## config.mk

```make
export PLATFORM = sky130hd
export DESIGN_NAME = kcsi_ctrl
export DESIGN_NICKNAME = d
export VERILOG_FILES = /design/src/kcsi_pkg.sv /design/src/kcsi_ctrl.sv
export SDC_FILE = /design/constraint.sdc
export NUM_CORES = 1
export LEC_CHECK = 0
export BUFFER_PORTS_ARGS = -buffer_cell sky130_fd_sc_hd__buf_2
export CORE_AREA = 2 2 39 41
export CTS_BUF_LIST = sky130_fd_sc_hd__clkbuf_8 sky130_fd_sc_hd__clkbuf_16
export CTS_CLUSTER_SIZE = 12
export DETAILED_ROUTE_END_ITERATION = 8
export DIE_AREA = 0 0 41 43
export HOLD_SLACK_MARGIN = 0.1
export PLACE_DENSITY = 0.48
export SLEW_MARGIN = 20
export SYNTH_ARGS = -nofsm -noshare
export SYNTH_HDL_FRONTEND = slang
export SYNTH_SLANG_ARGS = --single-unit
```

## constraint.sdc

```tcl
create_clock -name clk -period 1.1 [get_ports clk]
set_input_delay 0.11 -clock clk [delete_from_list [all_inputs] [get_ports clk]]
set_output_delay 0.11 -clock clk [all_outputs]
set_load 0.02 [all_outputs]
```

## src/kcsi_pkg.sv

```systemverilog
// ----------------------------------------------------------------------------
// kcsi_pkg
// Shared codes and types for the k-mer counting sort index builder.
// ----------------------------------------------------------------------------
`timescale 1ns / 1ps
`default_nettype none

package kcsi_pkg;

    localparam logic [2:0] CMD_COUNT     = 3'd0;
    localparam logic [2:0] CMD_FINALIZE  = 3'd1;
    localparam logic [2:0] CMD_STORE     = 3'd2;
    localparam logic [2:0] CMD_FIXUP     = 3'd3;
    localparam logic [2:0] CMD_READ_TBL  = 3'd4;
    localparam logic [2:0] CMD_READ_LIST = 3'd5;

    localparam logic [1:0] STAT_OK       = 2'd0;
    localparam logic [1:0] STAT_OVERFLOW = 2'd1;
    localparam logic [1:0] STAT_PHASE    = 2'd2;

    localparam logic [1:0] PH_COUNT = 2'd0;
    localparam logic [1:0] PH_STORE = 2'd1;
    localparam logic [1:0] PH_DONE  = 2'd2;

    localparam logic REG_WORD_SIZE = 1'b0;
    localparam logic REG_CUTOFF    = 1'b1;

    // Datapath commands issued by the controller
    typedef enum logic [3:0] {
        OP_NONE,
        OP_CLEAR,
        OP_LOAD,
        OP_REJECT,
        OP_FINISH,
        OP_ISSUE,
        OP_UPDATE,
        OP_READ_OUT,
        OP_WALK_INIT,
        OP_WALK_RD,
        OP_WALK_WR,
        OP_WALK_END
    } dp_op_t;

    // Datapath status seen by the controller
    typedef struct packed {
        logic clear_last;
        logic walk_last;
        logic legal;
        logic access;
        logic is_walk;
        logic is_read;
    } dp_stat_t;

endpackage

`default_nettype wire

```

## src/kcsi_ctrl.sv

```systemverilog
// ----------------------------------------------------------------------------
// kcsi_ctrl
// Sequencer: table clearing after reset, command dispatch, table walks.
// ----------------------------------------------------------------------------
`timescale 1ns / 1ps
`default_nettype none

module kcsi_ctrl (
    input  wire logic               clk,
    input  wire logic               rst_n,
    input  wire logic               start,
    output logic                    busy,
    input  wire kcsi_pkg::dp_stat_t stat,
    output kcsi_pkg::dp_op_t        op
);
    import kcsi_pkg::*;

    typedef enum logic [2:0] {
        S_CLEAR,
        S_IDLE,
        S_DISPATCH,
        S_UPDATE,
        S_READ_OUT,
        S_WALK_RD,
        S_WALK_WR,
        S_WALK_END
    } state_t;

    state_t state_reg;
    state_t state_next;

    always_comb
    begin
        state_next = state_reg;
        op         = OP_NONE;
        unique case (state_reg)
            S_CLEAR:
            begin
                op = OP_CLEAR;
                if (stat.clear_last)
                begin
                    state_next = S_IDLE;
                end
            end
            S_IDLE:
            begin
                if (start)
                begin
                    op         = OP_LOAD;
                    state_next = S_DISPATCH;
                end
            end
            S_DISPATCH:
            begin
                if (!stat.legal)
                begin
                    op         = OP_REJECT;
                    state_next = S_IDLE;
                end
                else if (stat.is_walk)
                begin
                    op         = OP_WALK_INIT;
                    state_next = S_WALK_RD;
                end
                else if (stat.access)
                begin
                    op         = OP_ISSUE;
                    state_next = stat.is_read ? S_READ_OUT : S_UPDATE;
                end
                else
                begin
                    op         = OP_FINISH;
                    state_next = S_IDLE;
                end
            end
            S_UPDATE:
            begin
                op         = OP_UPDATE;
                state_next = S_IDLE;
            end
            S_READ_OUT:
            begin
                op         = OP_READ_OUT;
                state_next = S_IDLE;
            end
            S_WALK_RD:
            begin
                op         = OP_WALK_RD;
                state_next = S_WALK_WR;
            end
            S_WALK_WR:
            begin
                op         = OP_WALK_WR;
                state_next = stat.walk_last ? S_WALK_END : S_WALK_RD;
            end
            S_WALK_END:
            begin
                op         = OP_WALK_END;
                state_next = S_IDLE;
            end
            default:
            begin
                state_next = S_IDLE;
            end
        endcase
    end

    always_ff @(posedge clk or negedge rst_n)
    begin
        if (!rst_n)
        begin
            state_reg <= S_CLEAR;
        end
        else
        begin
            state_reg <= state_next;
        end
    end

    assign busy = (state_reg != S_IDLE);

endmodule

`default_nettype wire

```

[Word-level counts from Yosys, hierarchy flattened]
Cells that the tools add are included.
Word-level totals
  register bits: 3
  output and inout port bits: 5
  logic and storage cells: 27
Operators by class
  equality and inequality tests: 10
  multiplexer cells: 13
  reductions and logical operators: 3
Operators by type and width (number)
  case mux 4 bit (8 select lines): 1
  2-to-1 mux 3 bit: 6
  case mux 3 bit (6 select lines): 1
  equality test 3 bit (second input constant): 4
  2-to-1 mux 4 bit: 2
  equality test 3 x 2 -> 1 bit (second input constant): 2
  2-to-1 mux 2 bit: 2
  inequality test 2 bit (second input constant): 2
  equality test 3 x 1 -> 1 bit (second input constant): 1
  logical NOT 3 bit: 1
  inequality test 3 x 1 -> 1 bit (second input constant): 1
  OR reduction 3 bit: 1
  AND reduction 2 bit: 1
  2-to-1 mux 1 bit: 1

[Longest topological paths before layout]
  word-level depth: 5
  depth in mapped cells: 4

[Least setup slack after synthesis]
OpenSTA, ideal clock, no wires.
  kind: flip-flop to output port
  start: register state_reg[2]
  end: output port op[0]
  arrival: 1.024 ns
  data required time: 0.990 ns
  slack: -0.034 ns
  stages on the path, launching flop included: 4
  buffers on the path: 1
  cell sequence: dfrtp_1 buf_4 a21oi_1 a2bb2oi_1
On the way
  word-level cells in the longest chain between the ends: 2
  elaborated cells on any way between the ends: 9
  classes of those cells: eq/ne: 7; mux: 1; reduce/logical: 1
Ends and longest elaborated chain
  start, declared: line kcsi_ctrl.sv:29  | state_t state_reg;
  start signal, assigned: line kcsi_ctrl.sv:116  | state_reg <= state_next;
  equality test 3 bit (tied with other cells): line kcsi_ctrl.sv:36  | unique case (state_reg)
  case mux 4 bit (8 select lines) *: line kcsi_ctrl.sv:36
  end, declared: line kcsi_ctrl.sv:14  | output kcsi_pkg::dp_op_t op
Mark *: on every way between the ends. The rest lies on a longest branch, timed or not.

[Final worst setup path]
  start: register state_reg[2]
  end: output port op[1]
Same word-level chain as after synthesis.

==> summary.txt <==
Worst setup path
  – CP cell instances: inv_2, a21oi_2, o221ai_2, buf_4
  – Worst Path Max Fanout: 7
  – Crit. End Element: primary output
  – CP max-delay cell: dfrtp_2
  – Critical Path Source: state_reg[2]
  – Required @ worst endpoint: 0.99 ns
  – Crit path buf inv count: 2
  – Critical path class: reg2out
  – Top delay family on crit path: flip-flops
  – CP Launch Type: register
  – Reg-to-reg startpoint: state_reg[1]
  – CP peak stage delay: 0.45 ns
  – Crit path DAT: around 1.2 ns

Hold path
  – Worst min-delay path class: in2reg
  – HP Start: stat[0]

Cells and area
  – Number of flip-flops in the largest register: 3
  – Ant diodes: 0
  – Footprint of the multi-input gates: between 200 and 250 sq um
  – Area Overhead vs Synth: 90.5%
  – Sequential cell area: roughly 79 sq um
  – Share of post-route cells with drive strength above 1: 63.3%
  – Finished Core Util: a little under two fifths
  – Fin nets: 70
  – Most frequent cells in the layout: buf_4 (11), buf_2 (8), nand2_1 (4), clkbuf_8 (3), dfrtp_2 (3)
  – Fill cells: 155
  – Most common cell after layout, fill and taps aside: buf_4

STA
  – Worst slew pin tran: 0.176 ns
  – Final Hold Fails: 0
  – Crit path time final: approximately 1.3 ns
  – Setup TNS: -0.769 ns
  – Max-slew violations: 0
  – Post-Route Skew: approximately 0.0011 ns
  – Period utilization: 115%
  – Setup-failing EPs final: 7
  – Max-slew headroom: approximately 88%
  – Unrepaired setup endpoints after global routing: yes
  – Fmax: 793 MHz
  – Final worst setup slack: -0.161 ns

Floorplan
  – Die Ht: between 40 and 50 um
  – Core area: between 1000 and 1500 sq um
  – Rows: 14
  – Die width: just over 40 um
  – Initial core utilization: roughly a fifth
  – I/O pin total: 14
  – Full die area: roughly 1800 sq um

GRT
  – Initial antenna violation count: 0
  – Vias in the first global route: ~340
  – Largest net degree at the start of global routing: 8
  – Overall Global Routing Usage: 10.8%
  – Grt ovf: 0
  – First-pass GRT wire length: ~1300 um

Route
  – Via count: between 300 and 400
  – Initial DRC count: 0
  – Drt wl/cell: around 11 um
  – WL final: a little over 800 um
  – DRT antenna net count: 0
  – Drt first pass iters: 1
  – Drt drc: 0
  – Vias/cell: between 4 and 5

Logic synthesis
  – Synth top area cells: dfrtp_1 (27%), a21oi_1 (7.2%), nand2_1 (5.4%), and4bb_1 (4.5%), o211ai_2 (4.5%)
  – Syn nets: 44
  – Seq/Total Area, Yosys: 27.1%
  – Post-Syn Area: ~280 sq um
  – Cell taking the most area after synthesis: dfrtp_1
  – #FFs+latches synth: 3
  – Mapped Cells: 35
  – Yosys warnings: 0
  – Avg Inst Size Synth: 7.90 sq um
  – Top cell type's share of synthesized area: around 27%
  – Yosys cell types: 25

Placed design
  – Hpwl dp: 617 um
  – IO buf count: 13
  – RD Place Congestion: 0.768

Clock network
  – Total CTS buffers: 3
  – Clock sinks: 3
  – H-Tree Depth: 1
  – Root Buffer: clkbuf_8
  – Skew-Pair Late Insertion Delay: around 0.22 ns
  – CTS tree: yes
  – Max clock buf depth: 2
  – Clock Pin Slew Worst Setup and Hold Paths: 0.03 ns

Run status
  – Status: complete, but fails checks
  – Failing checks: negative setup slack

Pwr
  – Cell Pwr Density: between 3000 and 4000 nW/um^2
  – Leakage power: approximately 0.24 nW
  – Peak VDD IR: between 0.001 and 0.0015 V

Flow run
  – Max-Cap Viols: 0
[synth_stat cells (all sizes together)]
| master | n |
|---|---|
| o221ai | 1 |
| nand2b | 1 |
| nor2 | 1 |
| o21ai | 4 |
| a21o | 1 |
| nand3 | 1 |
| a31oi | 1 |
| nor2b | 2 |
| o2bb2ai | 1 |
| a2bb2oi | 1 |
| and4bb | 1 |
| nand2 | 5 |
| and2b | 1 |
| buf | 1 |
| o211ai | 1 |
| o31ai | 1 |
| nand4 | 1 |
| a21oi | 4 |
| inv | 3 |
| dfrtp | 3 |
[repair_timing]
action / in CTS / in global routing
endpoints found under the hold margin: 3 / 0
resized for setup: 11 / 6
setup buffers: 2 / 2
hold buffers: 1 / 0
setup endpoints to repair: 5 / 7
pin swaps: 2 / 5
[per-stage QoR]
stage	std cells	instance area (sq um)	hold slack, ns	setup slack, ns	total power, mW
floorplan	35	283	-0.186	-0.0343	0.710
CTS	74	487	0.127	-0.173	1.48
detailed placement	67	390	-0.0926	-0.0337	0.971
global route	76	527	0.154	-0.218	1.71
global placement	67	390	-0.0901	-0.0500	0.982
finish	76	527	0.138	-0.161	1.60
[worst paths after layout]
check | endpoint | depth (start not counted) | slack (ns)
max reg2reg | state_reg[1] | 5 | -0.08
max in group asynchronous | state_reg[2] | 2 | 0.76
min in group asynchronous | state_reg[0] | 2 | 0.22
min | state_reg[1] | 2 | 0.14
max | op[1] | 4 | -0.16
min reg2reg | state_reg[2] | 2 | 0.64
[where the power goes]
part	switching, mW	internal, mW
clock network	0.0786	0.238
registers	0.0956	0.167
logic	0.467	0.552
total	0.641	0.957
[routing by layer]
metal | GRT usage (%) | vias to the layer above | wire length [um]
met5 | 0 | - | 0
met3 | 1.05 | 0 | 61
met1 | 13.9 | 157 | 350
met2 | 16.6 | 8 | 411
li1 | - | 180 | -
met4 | 6.00 | 0 | 0
[cells by family after synthesis]
kind of cell	Yosys count	share of synthesized area [%]
and+or+nand+nor	13	28.5
buffers and inverters	4	6.79
DFF	3	27.1
AOI/OAI and AO/OA	15	37.6
[layout make-up]
cell class	count	area share, %
sequential	3	15.0
timing repair buffer	22	29.5
tap	16	3.80
inverter	3	2.61
clock buffer	3	7.84
clock inverter	1	0.713
multi-input combinational	28	40.6
(Power assumes the default switching activity.)
